**config.mk**
```make
export PLATFORM = sky130hd
export DESIGN_NAME = token_context_window_top
export DESIGN_NICKNAME = d
export VERILOG_FILES = /design/src/design/tcw_pkg.sv /design/src/design/tcw_front.sv /design/src/design/tcw_queue.sv /design/src/design/tcw_back.sv /design/src/design/token_context_window_top.sv
export SDC_FILE = /design/constraint.sdc
export NUM_CORES = 1
export LEC_CHECK = 0
export ABC_AREA = 1
export BUFFER_PORTS_ARGS = -buffer_cell sky130_fd_sc_hd__buf_2
export CORE_MARGIN = 2
export CORE_UTILIZATION = 49
export DETAILED_ROUTE_END_ITERATION = 8
export PLACE_DENSITY_LB_ADDON = 0.2
export SETUP_SLACK_MARGIN = 0.1
export SLEW_MARGIN = 15
export SYNTH_ARGS = -nofsm -noshare
export SYNTH_HDL_FRONTEND = slang
export SYNTH_HIERARCHICAL = 1
export SYNTH_SLANG_ARGS = --single-unit
```
**constraint.sdc**
```tcl
create_clock -name clock -period 16.32 [get_ports clock]
set_input_delay 1.632 -clock clock [delete_from_list [all_inputs] [get_ports clock]]
set_output_delay 1.632 -clock clock [all_outputs]
set_load 0.02 [all_outputs]
```
**src/design/tcw_pkg.sv**
```systemverilog
package tcw_pkg;

   localparam int SLOTS            = 4;
   localparam int ID_FIELD_BITS    = 16;
   localparam int SIZE_BITS        = 3;
   localparam int SEEN_BITS        = 4;
   localparam int CSR_INDEX_BITS   = 2;
   localparam int CSR_DATA_BITS    = 16;
   localparam int QUEUE_DEPTH      = 2;

   localparam int DEFAULT_MAX_LEFT  = 4;
   localparam int DEFAULT_MAX_RIGHT = 4;
   localparam int DEFAULT_ID_BITS   = 16;

   localparam logic [SEEN_BITS-1:0]     SEEN_MAX            = 4'd15;
   localparam logic [SIZE_BITS-1:0]     LEFT_SIZE_RESET     = 3'd1;
   localparam logic [SIZE_BITS-1:0]     RIGHT_SIZE_RESET    = 3'd1;
   localparam logic [ID_FIELD_BITS-1:0] START_PAD_RESET     = 16'd0;
   localparam logic [ID_FIELD_BITS-1:0] END_PAD_RESET       = 16'd1;

   typedef enum logic [CSR_INDEX_BITS-1:0] {
      CSR_LEFT_SIZE  = 2'd0,
      CSR_RIGHT_SIZE = 2'd1,
      CSR_START_PAD  = 2'd2,
      CSR_END_PAD    = 2'd3
   } csr_index_type;

   typedef enum logic [1:0] {
      CMD_SHIFT = 2'd0,
      CMD_EMIT  = 2'd1,
      CMD_FLUSH = 2'd2
   } cmd_type;

   typedef struct packed {
      cmd_type                  cmd;
      logic [SEEN_BITS-1:0]     seen;
      logic [ID_FIELD_BITS-1:0] word;
   } entry_type;

   typedef struct packed {
      logic [SIZE_BITS-1:0]     left_size;
      logic [SIZE_BITS-1:0]     right_size;
      logic [ID_FIELD_BITS-1:0] start_pad;
      logic [ID_FIELD_BITS-1:0] end_pad;
   } cfg_type;

   typedef struct packed {
      logic [SLOTS-1:0][ID_FIELD_BITS-1:0] left;
      logic [SLOTS-1:0][ID_FIELD_BITS-1:0] right;
      logic                                final_position;
      logic                                run_last;
   } rsp_type;

endpackage

```
**src/design/tcw_front.sv**
```systemverilog
module tcw_front import tcw_pkg::*; #(
   parameter int WORD_BITS = DEFAULT_ID_BITS
) (
   input  logic                     clock,
   input  logic                     reset,
   input  logic                     req_valid,
   output logic                     req_stall,
   input  logic [ID_FIELD_BITS-1:0] req_word_id,
   input  logic                     req_sentence_end,
   input  cfg_type                  cfg,
   input  logic                     q_full,
   output logic                     q_push,
   output entry_type                q_entry
);

   logic [SEEN_BITS-1:0] seen_ff;
   logic [SEEN_BITS-1:0] seen_in;
   logic [SEEN_BITS-1:0] count;

   assign req_stall = q_full;
   assign q_push    = req_valid && !q_full;

   always_comb begin
      count = (seen_ff == SEEN_MAX) ? SEEN_MAX : seen_ff + 1'b1;
      q_entry.seen = count;
      q_entry.word = ID_FIELD_BITS'(req_word_id[WORD_BITS-1:0]);
      priority if (req_sentence_end) begin
         q_entry.cmd = CMD_FLUSH;
      end else if (count > {1'b0, cfg.right_size}) begin
         q_entry.cmd = CMD_EMIT;
      end else begin
         q_entry.cmd = CMD_SHIFT;
      end
      seen_in = seen_ff;
      if (q_push) begin
         seen_in = req_sentence_end ? '0 : count;
      end
   end

   always_ff @(posedge clock) begin
      if (reset) begin
         seen_ff <= '0;
      end else begin
         seen_ff <= seen_in;
      end
   end

endmodule

```
**src/design/tcw_queue.sv**
```systemverilog
module tcw_queue import tcw_pkg::*; (
   input  logic      clock,
   input  logic      reset,
   input  logic      push,
   input  entry_type push_entry,
   output logic      full,
   output logic      valid,
   input  logic      pop,
   output entry_type pop_entry
);

   localparam int PTR_BITS   = (QUEUE_DEPTH > 1) ? $clog2(QUEUE_DEPTH) : 1;
   localparam int COUNT_BITS = $clog2(QUEUE_DEPTH + 1);
   localparam logic [PTR_BITS-1:0]   LAST_PTR  = PTR_BITS'(QUEUE_DEPTH - 1);
   localparam logic [COUNT_BITS-1:0] FULL_CNT  = COUNT_BITS'(QUEUE_DEPTH);

   entry_type             store_ff [QUEUE_DEPTH];
   logic [PTR_BITS-1:0]   wr_ptr_ff;
   logic [PTR_BITS-1:0]   wr_ptr_in;
   logic [PTR_BITS-1:0]   rd_ptr_ff;
   logic [PTR_BITS-1:0]   rd_ptr_in;
   logic [COUNT_BITS-1:0] count_ff;
   logic [COUNT_BITS-1:0] count_in;

   assign full      = (count_ff == FULL_CNT);
   assign valid     = (count_ff != '0);
   assign pop_entry = store_ff[rd_ptr_ff];

   always_comb begin
      wr_ptr_in = wr_ptr_ff;
      rd_ptr_in = rd_ptr_ff;
      count_in  = count_ff;
      if (push) begin
         wr_ptr_in = (wr_ptr_ff == LAST_PTR) ? '0 : wr_ptr_ff + 1'b1;
      end
      if (pop) begin
         rd_ptr_in = (rd_ptr_ff == LAST_PTR) ? '0 : rd_ptr_ff + 1'b1;
      end
      if (push && !pop) begin
         count_in = count_ff + 1'b1;
      end else if (pop && !push) begin
         count_in = count_ff - 1'b1;
      end
   end

   always_ff @(posedge clock) begin
      if (reset) begin
         wr_ptr_ff <= '0;
         rd_ptr_ff <= '0;
         count_ff  <= '0;
      end else begin
         wr_ptr_ff <= wr_ptr_in;
         rd_ptr_ff <= rd_ptr_in;
         count_ff  <= count_in;
      end
      if (push) begin
         store_ff[wr_ptr_ff] <= push_entry;
      end
   end

endmodule

```
**src/design/tcw_back.sv**
```systemverilog
module tcw_back import tcw_pkg::*; #(
   parameter int WIN_DEPTH = 2 * SLOTS + 1,
   parameter int WORD_BITS = DEFAULT_ID_BITS
) (
   input  logic      clock,
   input  logic      reset,
   input  cfg_type   cfg,
   input  logic      q_valid,
   input  entry_type q_entry,
   output logic      q_pop,
   output logic      rsp_valid,
   input  logic      rsp_stall,
   output rsp_type   rsp_data
);

   localparam int WIN_IDX_BITS = $clog2(WIN_DEPTH);
   localparam int SUM_BITS     = SIZE_BITS + 1;

   logic [WORD_BITS-1:0] window_ff [WIN_DEPTH];
   logic [WORD_BITS-1:0] window_in [WIN_DEPTH];
   logic                 busy_ff;
   logic                 busy_in;
   cmd_type              cmd_ff;
   cmd_type              cmd_in;
   logic [SIZE_BITS-1:0] d_ff;
   logic [SIZE_BITS-1:0] d_in;
   logic [SEEN_BITS-1:0] n_ff;
   logic [SEEN_BITS-1:0] n_in;
   logic                 rsp_valid_ff;
   logic                 rsp_valid_in;
   rsp_type              rsp_data_ff;
   rsp_type              rsp_data_in;
   rsp_type              emit_data;

   logic                 needs_out;
   logic                 out_free;
   logic                 step;
   logic                 job_done;
   logic                 emit;
   logic [SUM_BITS-1:0]  lsum;
   logic [SUM_BITS-1:0]  rdiff;
   logic [SEEN_BITS-1:0] reach;

   assign rsp_valid = rsp_valid_ff;
   assign rsp_data  = rsp_data_ff;

   always_comb begin
      needs_out = busy_ff && ((cmd_ff == CMD_EMIT) || (n_ff > {1'b0, d_ff}));
      out_free  = !rsp_valid_ff || !rsp_stall;
      step      = busy_ff && (!needs_out || out_free);
      job_done  = step && ((cmd_ff == CMD_EMIT) || (d_ff == '0));
      emit      = step && needs_out;
      q_pop     = q_valid && (!busy_ff || job_done);
   end

   always_comb begin
      emit_data = '0;
      lsum  = '0;
      rdiff = '0;
      reach = '0;
      for (int k = 1; k <= SLOTS; k++) begin
         lsum  = {1'b0, cfg.right_size} + SUM_BITS'(k);
         rdiff = {1'b0, cfg.right_size} - SUM_BITS'(k);
         reach = SEEN_BITS'(d_ff) + SEEN_BITS'(k);
         if (SIZE_BITS'(k) <= cfg.left_size) begin
            if (n_ff > reach) begin
               emit_data.left[k-1] = ID_FIELD_BITS'(window_ff[lsum[WIN_IDX_BITS-1:0]]);
            end else begin
               emit_data.left[k-1] = cfg.start_pad;
            end
         end
         if (SIZE_BITS'(k) <= cfg.right_size) begin
            if (SIZE_BITS'(k) <= d_ff) begin
               emit_data.right[k-1] = ID_FIELD_BITS'(window_ff[rdiff[WIN_IDX_BITS-1:0]]);
            end else begin
               emit_data.right[k-1] = cfg.end_pad;
            end
         end
      end
      emit_data.final_position = (cmd_ff == CMD_FLUSH) && (d_ff == '0);
      emit_data.run_last       = (cmd_ff == CMD_EMIT) || (d_ff == '0);
   end

   always_comb begin
      busy_in = busy_ff;
      cmd_in  = cmd_ff;
      d_in    = d_ff;
      n_in    = n_ff;
      for (int i = 0; i < WIN_DEPTH; i++) begin
         window_in[i] = window_ff[i];
      end
      if (job_done) begin
         busy_in = 1'b0;
      end
      if (step && !job_done) begin
         d_in = d_ff - 1'b1;
         for (int i = 1; i < WIN_DEPTH; i++) begin
            window_in[i] = window_ff[i-1];
         end
      end
      if (q_pop) begin
         busy_in = (q_entry.cmd != CMD_SHIFT);
         cmd_in  = q_entry.cmd;
         d_in    = cfg.right_size;
         n_in    = q_entry.seen;
         window_in[0] = q_entry.word[WORD_BITS-1:0];
         for (int i = 1; i < WIN_DEPTH; i++) begin
            window_in[i] = window_ff[i-1];
         end
      end
      rsp_valid_in = rsp_valid_ff && rsp_stall;
      rsp_data_in  = rsp_data_ff;
      if (emit) begin
         rsp_valid_in = 1'b1;
         rsp_data_in  = emit_data;
      end
   end

   always_ff @(posedge clock) begin
      if (reset) begin
         busy_ff      <= 1'b0;
         rsp_valid_ff <= 1'b0;
      end else begin
         busy_ff      <= busy_in;
         rsp_valid_ff <= rsp_valid_in;
      end
      cmd_ff      <= cmd_in;
      d_ff        <= d_in;
      n_ff        <= n_in;
      rsp_data_ff <= rsp_data_in;
      for (int i = 0; i < WIN_DEPTH; i++) begin
         window_ff[i] <= window_in[i];
      end
   end

endmodule

```
**src/design/token_context_window_top.sv**
```systemverilog
// Context window over a stream of word ids, one word per req_ item.
// req_sentence_end marks the last word of a sentence. For every sentence
// position the block returns up to four ids on each side; positions before
// the start read start_pad_id, positions past the end read end_pad_id, and
// slots beyond left_size or right_size read 0.
// req_ and rsp_ use valid/stall: a word moves on a clock edge with valid
// high and stall low. csr_ writes take effect at once (csr_ready is always
// high) and must only be issued while the block is idle.
// The block takes one word per cycle while req_stall is low. A sentence's
// last word holds the back end while it walks the trailing positions, one
// per cycle unless rsp_stall holds a result, padding ones included. From
// accept, a word passes the queue, pop with window shift, result register.
// When rsp_stall is high the result register holds and the back end waits;
// the queue keeps taking words until it fills, then req_stall rises.
// Reset clears the sentence counter, the queue, the pending job and
// rsp_valid, and loads the default register values.
module token_context_window_top import tcw_pkg::*; #(
   parameter int MAX_LEFT  = DEFAULT_MAX_LEFT,
   parameter int MAX_RIGHT = DEFAULT_MAX_RIGHT,
   parameter int ID_BITS   = DEFAULT_ID_BITS
) (
   input  logic                      clock,
   input  logic                      reset,
   input  logic                      req_valid,
   output logic                      req_stall,
   input  logic [ID_FIELD_BITS-1:0]  req_word_id,
   input  logic                      req_sentence_end,
   output logic                      rsp_valid,
   input  logic                      rsp_stall,
   output logic [ID_FIELD_BITS-1:0]  rsp_left_one,
   output logic [ID_FIELD_BITS-1:0]  rsp_left_two,
   output logic [ID_FIELD_BITS-1:0]  rsp_left_three,
   output logic [ID_FIELD_BITS-1:0]  rsp_left_four,
   output logic [ID_FIELD_BITS-1:0]  rsp_right_one,
   output logic [ID_FIELD_BITS-1:0]  rsp_right_two,
   output logic [ID_FIELD_BITS-1:0]  rsp_right_three,
   output logic [ID_FIELD_BITS-1:0]  rsp_right_four,
   output logic                      rsp_final_position,
   output logic                      rsp_run_last,
   input  logic                      csr_valid,
   output logic                      csr_ready,
   input  logic [CSR_INDEX_BITS-1:0] csr_index,
   input  logic [CSR_DATA_BITS-1:0]  csr_wdata
);

   localparam int CAP_LEFT  = (MAX_LEFT < SLOTS) ? MAX_LEFT : SLOTS;
   localparam int CAP_RIGHT = (MAX_RIGHT < SLOTS) ? MAX_RIGHT : SLOTS;
   localparam int WIN_DEPTH = CAP_LEFT + CAP_RIGHT + 1;
   localparam int WORD_BITS = (ID_BITS < ID_FIELD_BITS) ? ID_BITS : ID_FIELD_BITS;
   localparam logic [SIZE_BITS-1:0] LEFT_CAP  = SIZE_BITS'(CAP_LEFT);
   localparam logic [SIZE_BITS-1:0] RIGHT_CAP = SIZE_BITS'(CAP_RIGHT);

   logic [SIZE_BITS-1:0]     left_size_ff;
   logic [SIZE_BITS-1:0]     left_size_in;
   logic [SIZE_BITS-1:0]     right_size_ff;
   logic [SIZE_BITS-1:0]     right_size_in;
   logic [ID_FIELD_BITS-1:0] start_pad_ff;
   logic [ID_FIELD_BITS-1:0] start_pad_in;
   logic [ID_FIELD_BITS-1:0] end_pad_ff;
   logic [ID_FIELD_BITS-1:0] end_pad_in;

   cfg_type   cfg;
   logic      q_push;
   logic      q_full;
   logic      q_valid;
   logic      q_pop;
   entry_type q_push_entry;
   entry_type q_pop_entry;
   rsp_type   rsp_data;

   assign csr_ready = 1'b1;

   always_comb begin
      left_size_in  = left_size_ff;
      right_size_in = right_size_ff;
      start_pad_in  = start_pad_ff;
      end_pad_in    = end_pad_ff;
      if (csr_valid && csr_ready) begin
         unique case (csr_index_type'(csr_index))
            CSR_LEFT_SIZE:  left_size_in  = csr_wdata[SIZE_BITS-1:0];
            CSR_RIGHT_SIZE: right_size_in = csr_wdata[SIZE_BITS-1:0];
            CSR_START_PAD:  start_pad_in  = csr_wdata;
            CSR_END_PAD:    end_pad_in    = csr_wdata;
            default: begin
            end
         endcase
      end
   end

   always_ff @(posedge clock) begin
      if (reset) begin
         left_size_ff  <= LEFT_SIZE_RESET;
         right_size_ff <= RIGHT_SIZE_RESET;
         start_pad_ff  <= START_PAD_RESET;
         end_pad_ff    <= END_PAD_RESET;
      end else begin
         left_size_ff  <= left_size_in;
         right_size_ff <= right_size_in;
         start_pad_ff  <= start_pad_in;
         end_pad_ff    <= end_pad_in;
      end
   end

   always_comb begin
      cfg.left_size  = (left_size_ff > LEFT_CAP) ? LEFT_CAP : left_size_ff;
      cfg.right_size = (right_size_ff > RIGHT_CAP) ? RIGHT_CAP : right_size_ff;
      cfg.start_pad  = ID_FIELD_BITS'(start_pad_ff[WORD_BITS-1:0]);
      cfg.end_pad    = ID_FIELD_BITS'(end_pad_ff[WORD_BITS-1:0]);
   end

   tcw_front #(
      .WORD_BITS (WORD_BITS)
   ) u_front (
      .clock            (clock),
      .reset            (reset),
      .req_valid        (req_valid),
      .req_stall        (req_stall),
      .req_word_id      (req_word_id),
      .req_sentence_end (req_sentence_end),
      .cfg              (cfg),
      .q_full           (q_full),
      .q_push           (q_push),
      .q_entry          (q_push_entry)
   );

   tcw_queue u_queue (
      .clock      (clock),
      .reset      (reset),
      .push       (q_push),
      .push_entry (q_push_entry),
      .full       (q_full),
      .valid      (q_valid),
      .pop        (q_pop),
      .pop_entry  (q_pop_entry)
   );

   tcw_back #(
      .WIN_DEPTH (WIN_DEPTH),
      .WORD_BITS (WORD_BITS)
   ) u_back (
      .clock     (clock),
      .reset     (reset),
      .cfg       (cfg),
      .q_valid   (q_valid),
      .q_entry   (q_pop_entry),
      .q_pop     (q_pop),
      .rsp_valid (rsp_valid),
      .rsp_stall (rsp_stall),
      .rsp_data  (rsp_data)
   );

   assign rsp_left_one       = rsp_data.left[0];
   assign rsp_left_two       = rsp_data.left[1];
   assign rsp_left_three     = rsp_data.left[2];
   assign rsp_left_four      = rsp_data.left[3];
   assign rsp_right_one      = rsp_data.right[0];
   assign rsp_right_two      = rsp_data.right[1];
   assign rsp_right_three    = rsp_data.right[2];
   assign rsp_right_four     = rsp_data.right[3];
   assign rsp_final_position = rsp_data.final_position;
   assign rsp_run_last       = rsp_data.run_last;

   assert property (@(posedge clock) disable iff (reset) q_push |-> !q_full)
      else $error("queue written while full");

   assert property (@(posedge clock) disable iff (reset) q_pop |-> q_valid)
      else $error("queue read while empty");

   assert property (@(posedge clock) disable iff (reset)
      (rsp_valid && rsp_final_position) |-> rsp_run_last)
      else $error("last position of a sentence not marked as last result");

   assert property (@(posedge clock) $past(reset) |-> !rsp_valid)
      else $error("result valid right after reset");

endmodule

```
==> results of run 1 <==
[cell type report]
type                            instances  area share
Tap cell                              539     0.02930
Inverter                              167     0.02734
Clock buffer                           43     0.04582
Antenna cell                            1   0.0001087
Clock inverter                         32     0.01891
Sequential cell                       376      0.4692
Timing Repair Buffer                  196     0.04533
Multi-Input combinational cell       1722      0.3640
[flip-flops by register name, summed over array words and instances (netlist names), named ones only]
register,flops
u_queue/rd_ptr_ff,1
u_back/window_ff,144
right_size_ff,3
end_pad_ff,16
u_back/cmd_ff,2
u_back/busy_ff,1
left_size_ff,3
u_front/seen_ff,4
u_back/n_ff,4
u_back/rsp_data,130
u_queue/count_ff,2
u_queue/wr_ptr_ff,1
u_back/rsp_valid,1
u_back/d_ff,3
u_queue/store_ff,44
start_pad_ff,16
[per-layer routing]
metal,global-route usage,up-vias,part of all wire
met5,0,-,0.00017
met1,0.4542,8394,0.41
met3,0.04698,146,0.087
met2,0.4932,909,0.44
met4,0.1813,2,0.058
li1,-,8299,-
[cells in the final DEF (no fill, tap or decap), types with 4 or more instances in the layout]
cell        instances
nand2_2             8
inv_2              10
clkinv_2            7
nand2_1           687
clkbuf_16          42
ha_1               39
o211ai_1            6
bufinv_16           8
buf_2             171
inv_1             156
or2_0              13
o21ai_0           201
or2_2              37
a21oi_1           139
clkinvlp_4          5
dfxtp_1            49
o21ai_1            43
nor2_1            213
a31oi_1             7
o211ai_2           17
a21oi_2             7
nand4_1             4
or2_1              10
nand3_1           231
o21ai_2             5
mux2_2             22
a311oi_1            9
buf_4              25
clkinv_4            4
edfxtp_1          327
[through the flow]
stage | std cells | worst slack, ns | total power, mW
4_1_cts | 3075 | 12.24 | 5.061
2_1_floorplan | 2433 | 4.508 | 3.305
3_5_place_dp | 3000 | 12.00 | 4.026
3_3_place_gp | 3000 | 12.01 | 3.991
5_1_grt | 3075 | 11.81 | 5.375
6_report | 3076 | 12.11 | 5.098
[logic make-up after synthesis]
group / synth area share
AO/OA/AOI/OAI: 0.1190
XOR/XNOR: 0.001272
adder cells (fa/ha/maj): 0.02422
buffers and inverters: 0.07538
flip-flops: 0.5226
multiplexers: 0.01199
other: 0.0001815
AND/OR/NAND/NOR: 0.2454
[critical path: stages, from the launching register on]
cell and delay [ns]:
dfxtp_1 0.31, buf_4 0.32, a21oi_4 0.12, inv_2 0.06
buf_4 0.59, ha_2 0.43, buf_4 0.33, inv_2 0.86
nand2_1 0.18, nand3_1 0.15, nand2_1 0.07, a21oi_1 0.30
nor2_1 0.11
[power breakdown]
part | switching [mW] | leakage (nW) | total [mW] | internal, mW
combinational | 1.64 | 5.65 | 2.21 | 0.575
clock | 0.424 | 0.716 | 1.03 | 0.607
sequential | 0.244 | 3.52 | 1.86 | 1.61
total | 2.30 | 9.89 | 5.10 | 2.79
[final timing paths]
check                                        startpoint                       to  slack (ns)  cells after the start
worst max-delay path                   right_size_ff[2]       u_back/rsp_data[4]       12.11                     12
worst min-delay path            u_back/window_ff[1][12]  u_back/window_ff[2][12]        0.44                      0
worst max register to register         right_size_ff[2]       u_back/rsp_data[4]       12.11                     12
worst min register to register  u_back/window_ff[1][12]  u_back/window_ff[2][12]        0.44                      0
==> impl_results.md, run 1 <==
* Placed cell areas at between 0.02 and 0.025 mm2
* Gr usage total at 0.3262
* Initial core utilization at 0.4949
* Fill cell count at about 3,700
* Setup_tns at 0 ns
* P&R area growth vs syn at 11.39%
* Cell Area, Synth at 0.02067 mm2
* Post-synth top flop: edfxtp_1
* Status: finished, final reports clean
* Detailed Routing Iterations Pass 1 at 7
* Row count at 75
* DR iter-0 viols at 2,263
* Placer Congestion at around 1
* Leakage at approximately 10 nW
* Drt via density at ~5.8
* Drt total wl at 71.96 mm
* CTS hold repair buffers at 0
* CP arrival at 4.51 ns
* Synthesized Nets at 2,513
* Final period util at 0.2580
* Cts repair resizes at 0
* Clk_lat worst skew at ~0.6 ns
* Buffers on Ports at 171
* Die Wd at 209.4 um
* Yosys top cell area share at 0.4751
* Synth top area cells: edfxtp_1 48%, nand2_1 12%, nand3_1 5.6%
* Detail Placement HPWL at 51.34 mm
* Post-synth EDFFs at 327
* Slew @ Worst Pin at around 1.2 ns
* Asr flop ratio synth at 0
* Setup CP Type: reg2reg
* Kind of start point of the critical path: register
* Wire per inst at 23.39 um
* Peak supply drop at 0.1693 mV
* CP max FO at 65
* First-pass GRT wire length at 104.4 mm
* H-tree levels at 2
* Synth warnings at 6
* Die area at 0.04383 mm2
* Final instance area at 0.02302 mm2
* Setup-failing EPs final at 0
* Via count at 17,750
* Register area at approximately 0.011 mm2
* Slew Viols, Final at 0
* Core Util, Final at 0.5513
* Die H at 209.4 um
* Worst Setup End Kind: register
* Fin. Hold Viols at 0
* DRC at 0
* # nets final at 2,585
* RSZ-0062 raised after global routing: false
* IO Count at about 170
* Final Critical Period at between 4 and 5 ns
* Multi-input gate area at 0.008381 mm2
* Fmax at approximately 240 MHz
* Synth Area per Inst at 8.494 um2
* Max_cap viols at 0
* Most common cell in the synthesized netlist: nand2_1
* Worst hold path type: reg2reg
* Core Area at roughly 0.042 mm2
* Clock tree buffer depth at 3
* Commonest cells post-synth: 687 x nand2_1, 327 x edfxtp_1, 231 x nand3_1, 216 x nor2_1, 202 x o21ai_0
* Layout cells sized above 1 at 0.1530
* Largest net degree at the start of global routing at between 100 and 150
* CTS tree: done
* CTS sink count at between 300 and 400
* Rel. slew slack at 0.1720
* Post-synthesis sequential area ratio at 0.5226
* CTS Buf Count at 42
* Mapped Cells at 2,433
* Setup Fix Bufs, Post-CTS at 0
* Critical Path RT at about 17 ns
* Root Buffer: clkbuf_16
* Grt total ovfl at 0
* Antenna violations before repair at 5
* Synth cell types at 40
* Hold Slack at between 0.4 and 0.5 ns
* Clock-pin slew on the worst setup and hold paths at 0.06 ns
* Setup Skew at 0.02770 ns
* Vias in the first global route at 15,930
* Power density cells at 221.4 mW/mm2
* Cell taking the most area after synthesis: edfxtp_1
* Flops & latches, synth at about 380
* Post-detailed-route count of antenna-violating nets at 0
(Power assumes the default switching activity.)
==> run 2, diff against run 1 <==
Settings changed: ABC_AREA 1 to 0.
Clock period 16.32 ns to 3.4 ns, I/O delays scaled along.
==> impl_results.md, run 2 <==
* Status: finished, final reports clean
* Wire per inst at 27.26 um
* Most frequent cells in the layout: 327 x edfxtp_1, 176 x nand2_1, 171 x buf_2
* Setup CP Type: reg2reg
* R2R setup slack at 0.19 ns
* RSZ-0062 raised after global routing: false
* Mapped Cells at 1,676
* CTS Buf Count at 43
* Clk_lat worst skew at 0.59 ns
* Multi-input gate area at roughly 0.0096 mm2
* CTS sink count at 376
* Min-Delay Path Depth at 3
* DRC at 0
* Most common cell in the synthesized netlist: edfxtp_1
* Synth cell types at between 70 and 80
* Critical Path RT at between 3 and 4 ns
* CP max FO at 16
* Slew Viols, Final at 0
* Fill cell count at 3,476
* Grt total ovfl at 0
* Fmax at between 300 and 400 MHz
* Worst hold path type: in2reg
* Post-synth EDFFs at 327
* Max FFs per register at 144
* Top layer in use: met5
* Gr usage total at 0.2952
* Sw Pwr at 10.33 mW
* Fin. Hold Viols at 0
* Drt total wl at ~66 mm
* CP Cell Sequence: inv_2 -> ha_1 -> inv_1 -> ha_1 -> a21oi_1 -> o21ai_0 -> and3b_1 -> buf_4 -> a32o_1
* WL met3 at 8.586 mm
* CTS tree: done
* Placer Congestion at 0.8972
* Asr flop ratio synth at 0
* Commonest cells post-synth: 327 x edfxtp_1, 176 x nand2_1, 121 x mux2i_1, 110 x mux4_2, 90 x nor2_1
* Detailed Routing Iterations Pass 1 at 7
* Dpl ws at roughly 0.22 ns
* CP arrival at 3.64 ns
* Max_cap viols at 0
* Cell Area, Synth at 0.02115 mm2
* N_diodes at 0
* Setup Fix Bufs, Post-CTS at 0
* Most Frequent Cell on Critical Path: ha_1
* Setup-failing EPs final at 0
* Via count at 15,710
* R2R depth at 9
* Final period util at 0.9437
* Hold Path Sink: start_pad_ff[0]
* IO Count at 173
* Register area at 0.01080 mm2
* Vias in the first global route at 14,630
* Switching share of power at 0.4154
* Antenna violations before repair at 3
* Die Wd at 211.7 um
* Layout cells sized above 1 at 0.2846
* Yosys top cell area share at 0.4644
* Clock tree buffer depth at 3
* P&R area growth vs syn at 14.84%
* Post-detailed-route count of antenna-violating nets at 0
* Root Buffer: clkbuf_16
* Rel. slew slack at 0.3453
* Cts repair resizes at 0
* Hold Startpoint: csr_wdata[0]
* Largest net degree at the start of global routing at about 100
* Detail Placement HPWL at 46.55 mm
* Setup Skew at 0.02977 ns
* Clock network power share at 0.188
* Peak supply drop at 0.8317 mV
* First-pass GRT wire length at 97.23 mm
* Synth top area cells: edfxtp_1 46%, mux4_2 12%, mux2i_1 5.7%
* Worst Setup End Kind: register
* Fin worst setup slack at 0.1916 ns
* Combinational fraction of design power at 0.425
* Die H at 211.7 um
* DR iter-0 viols at 2,206
* Top reg by flops: u_back/window_ff
* Row count at 76
* RR Endpoint: u_back/rsp_data[69]
* Worst r2r src: u_back/d_ff[0]
* Kind of start point of the critical path: register
* # nets final at 1,921
* Wire length on met1 at ~29 mm
* H-tree levels at 2
* CTS hold repair buffers at 16
* Power density cells at approximately 1000 mW/mm2
* Buffers on Ports at around 170
* Post-synth top flop: edfxtp_1
* Synth warnings at 6
* Most common cell after layout, fill and taps aside: edfxtp_1
* Core Area at ~0.043 mm2
* Post-synthesis sequential area ratio at 0.5108
* Synthesized Nets at between 1,500 and 2,000
* Flops & latches, synth at about 380
* Crit-path max cell delay at 0.69 ns
* Initial core utilization at 0.4942
* Synth Area per Inst at 12.62 um2
* Met2 wire length at 26.51 mm
* Drt via density at 6.493
* Cell taking the most area after synthesis: edfxtp_1
* Internal power at 14.53 mW
* Die area at 0.04483 mm2
* Placed cell areas at 0.02272 mm2
* Slew @ Worst Pin at 0.9820 ns
* Final instance area at ~0.024 mm2
* Leakage at 9.289 nW
* Flop pwr share at 0.387
* Final Critical Period at 3.208 ns
* Crit-path slowest cell: o21ai_0
* Clock-pin slew on the worst setup and hold paths at 0.06 ns
## run 2: cell types whose count changed in the layout (fill, tap and decap cells not counted), moves of 88 or more
cell | previous run | this run
nand2_1 | 687 | 176
nand3_1 | 231 | 9
inv_1 | 156 | 16
o21ai_0 | 201 | 75
nor2_1 | 213 | 89
mux2i_1 | 0 | 121
mux4_2 | 0 | 110
a21oi_1 | 139 | 51
## run 2: power groups by stage
stage	logic [mW]	registers (mW)	clock network (mW)
6_report	10.6	9.62	4.68
5_1_grt	11.2	9.80	4.93
4_1_cts	10.3	9.52	4.76
3_5_place_dp	10.3	9.61	0
3_3_place_gp	10.1	9.55	0
2_1_floorplan	6.06	9.50	0
## run 2: how the worst max path moves through the flow
| stage | from | endpoint | slack (ns) | cells after the start |
|---|---|---|---|---|
| after detailed placement | u_back/d_ff[0] | u_back/rsp_data[110] | 0.22 | 9 |
| after global routing | u_back/d_ff[0] | u_back/rsp_data[110] | 0.11 | 9 |
| final | u_back/d_ff[0] | u_back/rsp_data[69] | 0.19 | 9 |
| after CTS | u_back/d_ff[0] | u_back/rsp_data[110] | 0.22 | 9 |
| after global placement | u_back/d_ff[2] | u_back/rsp_data[91] | 0.23 | 10 |
| after floorplan | u_back/d_ff[0] | u_back/rsp_data[0] | -0.49 | 6 |
## run 2: layer usage
metal | vias up | global-route usage
met5 | - | 0
met4 | 2 | 0.08135
met3 | 135 | 0.08812
met2 | 1066 | 0.3970
met1 | 7701 | 0.4581
li1 | 6803 | -
## run 2: cell families (layout without fill, tap and decap cells)
| family | after synthesis | in the layout | share of synthesized area |
|---|---|---|---|
| xor gates and xnor gates | 6 | 6 | 0.002486 |
| and+or+nand+nor | 486 | 486 | 0.1134 |
| muxes | 270 | 270 | 0.1952 |
| DFF | 376 | 376 | 0.5108 |
| buffers and inverters | 166 | 363 | 0.04166 |
| AOI/OAI and AO/OA | 331 | 331 | 0.1126 |
| adders and majority gates | 40 | 40 | 0.02367 |
| other | 1 | 1 | 0.0001773 |
## run 2: area by class of cell
class                      instances  share of cell area
multi-input combinational       1134              0.3941
inverter                          22            0.003401
tap                              546             0.02813
sequential                       376              0.4448
timing repair buffer             264             0.07183
clock buffer                      56             0.04931
clock inverter                    21            0.008450
## run 2: metrics by stage
stage	instances	power, mW	hold WS [ns]	utilization	setup TNS [ns]
3_5_place_dp	2326	19.86	0.4877	0.5310	0
6_report	2419	24.86	0.04554	0.5675	0
5_1_grt	2419	25.91	0.04825	0.5675	0
2_1_floorplan	1676	15.56	0.4091	-	-79.98
4_1_cts	2419	24.58	0.02955	0.5675	0
3_3_place_gp	2326	19.67	0.4611	0.5309	0
## run 2: worst max-delay path, delay by kind of cell, from the launching register on
kind / cells / cell delay [ns]
buf+inv: 3 / 0.48
flops: 1 / 0.62
simple gates: 1 / 0.27
compound gates: 3 / 1.02
fa+ha+maj: 2 / 0.68
==> run 3, diff against run 2 <==
Settings changed: RECOVER_POWER set to 25.
==> impl_results.md, run 3 (synthesis results as in run 2) <==
* Multi-input gate area at 0.009570 mm2
* Most common cell after layout, fill and taps aside: edfxtp_1
* RSZ-0062 raised after global routing: false
* IO Count at 173
* Leakage at roughly 9 nW
* Die H at 211.7 um
* Top reg by flops: u_back/window_ff
* Final Critical Period at 3.219 ns
* Setup CP Type: reg2reg
* Root Buffer: clkbuf_16
* CTS sink count at approximately 380
* Grt total ovfl at 0
* Status: finished with violations
* Core Area at 0.04279 mm2
* Power density cells at 1024 mW/mm2
* Most Frequent Cell on Critical Path: ha_1
* Detail Placement HPWL at ~47 mm
* CP arrival at 3.65 ns
* Clk_lat worst skew at 0.58 ns
* Max_cap viols at 1
* Failing checks: max-capacitance violations, max-slew violations
* Largest net degree at the start of global routing at 104
* Hold Startpoint: csr_wdata[0]
* CTS Buf Count at 43
* CTS hold repair buffers at 16
* DR iter-0 viols at 2,224
* Total power at 24.86 mW
* Vias in the first global route at 14,630
* Crit path max-delay family: compound AO/OA/AOI/OAI gates
* Worst hold path type: in2reg
* Worst Setup End Kind: register
* Slew @ Worst Pin at 2.362 ns
* Placer Congestion at 0.8972
* Cts repair resizes at 0
* Worst path depth at 9
* Antenna violations before repair at 3
* Setup Skew at 0.02569 ns
* Buffers on Ports at 171
* CP Cell Sequence: inv_2 -> ha_1 -> inv_1 -> ha_1 -> a21oi_1 -> o21ai_0 -> and3b_1 -> buf_4 -> a32o_1
* Fin worst setup slack at 0.1812 ns
* Post-detailed-route count of antenna-violating nets at 0
* Slew Viols, Final at 59
* CP max FO at 16
* Kind of start point of the critical path: register
* P&R area growth vs syn at 14.77%
* Die Wd at 211.7 um
* Drt via density at 6.460
* Dpl ws at ~0.22 ns
* WP buf/inv at 3
* Row count at 76
* Most frequent cells in the layout: 327 x edfxtp_1, 176 x nand2_1, 159 x buf_2
* Register area at 0.01080 mm2
* R2R depth at 9
* Clock tree buffer depth at 3
* Hold Path Sink: start_pad_ff[0]
* Initial core utilization at 0.4942
* RR Endpoint: u_back/rsp_data[75]
* N_diodes at 0
* Critical Path RT at 3.83 ns
* First-pass GRT wire length at 97.23 mm
* # nets final at 1,921
* CTS tree: done
* Crit-path max cell delay at 0.70 ns
* Detailed Routing Iterations Pass 1 at 5
* Layout cells sized above 1 at 0.2782
* Core Util, Final at 0.5671
* DRC at 0
* Via count at 15,630
* Drt total wl at 65.97 mm
* Peak supply drop at 0.8314 mV
* Rel. slew slack at -0.5745
* Die area at roughly 0.045 mm2
* Fmax at just over 300 MHz
* Fin. Hold Viols at 0
* Crit-path slowest cell: o21ai_0
* Setup Fix Bufs, Post-CTS at 0
* Gr usage total at 0.2952
* R2R setup slack at 0.18 ns
* Max FFs per register at 144
* Final std cells w/o fill at about 2,400
* Clock-pin slew on the worst setup and hold paths at 0.06 ns
* Fill cell count at 3,479
* Setup-failing EPs final at 0
* H-tree levels at 2
* Worst r2r src: u_back/d_ff[0]
* Final period util at 0.9467
* Min-Delay Path Depth at 3
* Placed cells at 2,326
* Wire per inst at 27.27 um
* Setup_tns at 0 ns
## run 3: cell types whose count changed in the layout (fill, tap and decap cells not counted), sizes merged
cell	delta
clkbuf	+12
buf	-12
## run 3: area by class of cell
class | instances | area share
clock inverter | 21 | 0.008455
sequential | 376 | 0.4450
timing repair buffer | 264 | 0.07125
clock buffer | 56 | 0.04934
inverter | 22 | 0.003403
tap | 546 | 0.02815
multi-input combinational | 1134 | 0.3944
## run 3: how the worst max path moves through the flow
stage,to,start
floorplan,u_back/rsp_data[0],u_back/d_ff[0]
CTS,u_back/rsp_data[110],u_back/d_ff[0]
global route,u_back/rsp_data[110],u_back/d_ff[0]
finish,u_back/rsp_data[75],u_back/d_ff[0]
detailed placement,u_back/rsp_data[110],u_back/d_ff[0]
global placement,u_back/rsp_data[91],u_back/d_ff[2]
## run 3: per-layer routing
metal	wire length, um	global-route usage	vias to the layer above
met4	1763	0.08135	2
met5	13	0	-
met2	26530	0.3970	1026
li1	-	-	6797
met3	8367	0.08812	135
met1	29290	0.4581	7667
## run 3: power by group
group	switching (mW)	total [mW]	internal, mW	leakage (nW)
Sequential	1.95	9.62	7.67	3.52
Combinational	6.48	10.6	4.09	5.04
Clock	1.89	4.67	2.78	0.700
Total	10.3	24.9	14.5	9.26
## run 3: worst reg2reg max path, cell delays in order, from the launching register on
cell	delay, ns
edfxtp_1	0.62
inv_2	0.17
ha_1	0.38
inv_1	0.06
ha_1	0.30
a21oi_1	0.08
o21ai_0	0.71
and3b_1	0.27
buf_4	0.25
a32o_1	0.25
## run 3: per-stage QoR
stage          cell area, um2  hold WS (ns)
5_1_grt                 24270       0.04825
3_3_place_gp            22720        0.4611
4_1_cts                 24280       0.02955
3_5_place_dp            22720        0.4877
6_report                24270       0.04902
2_1_floorplan           21200        0.4091
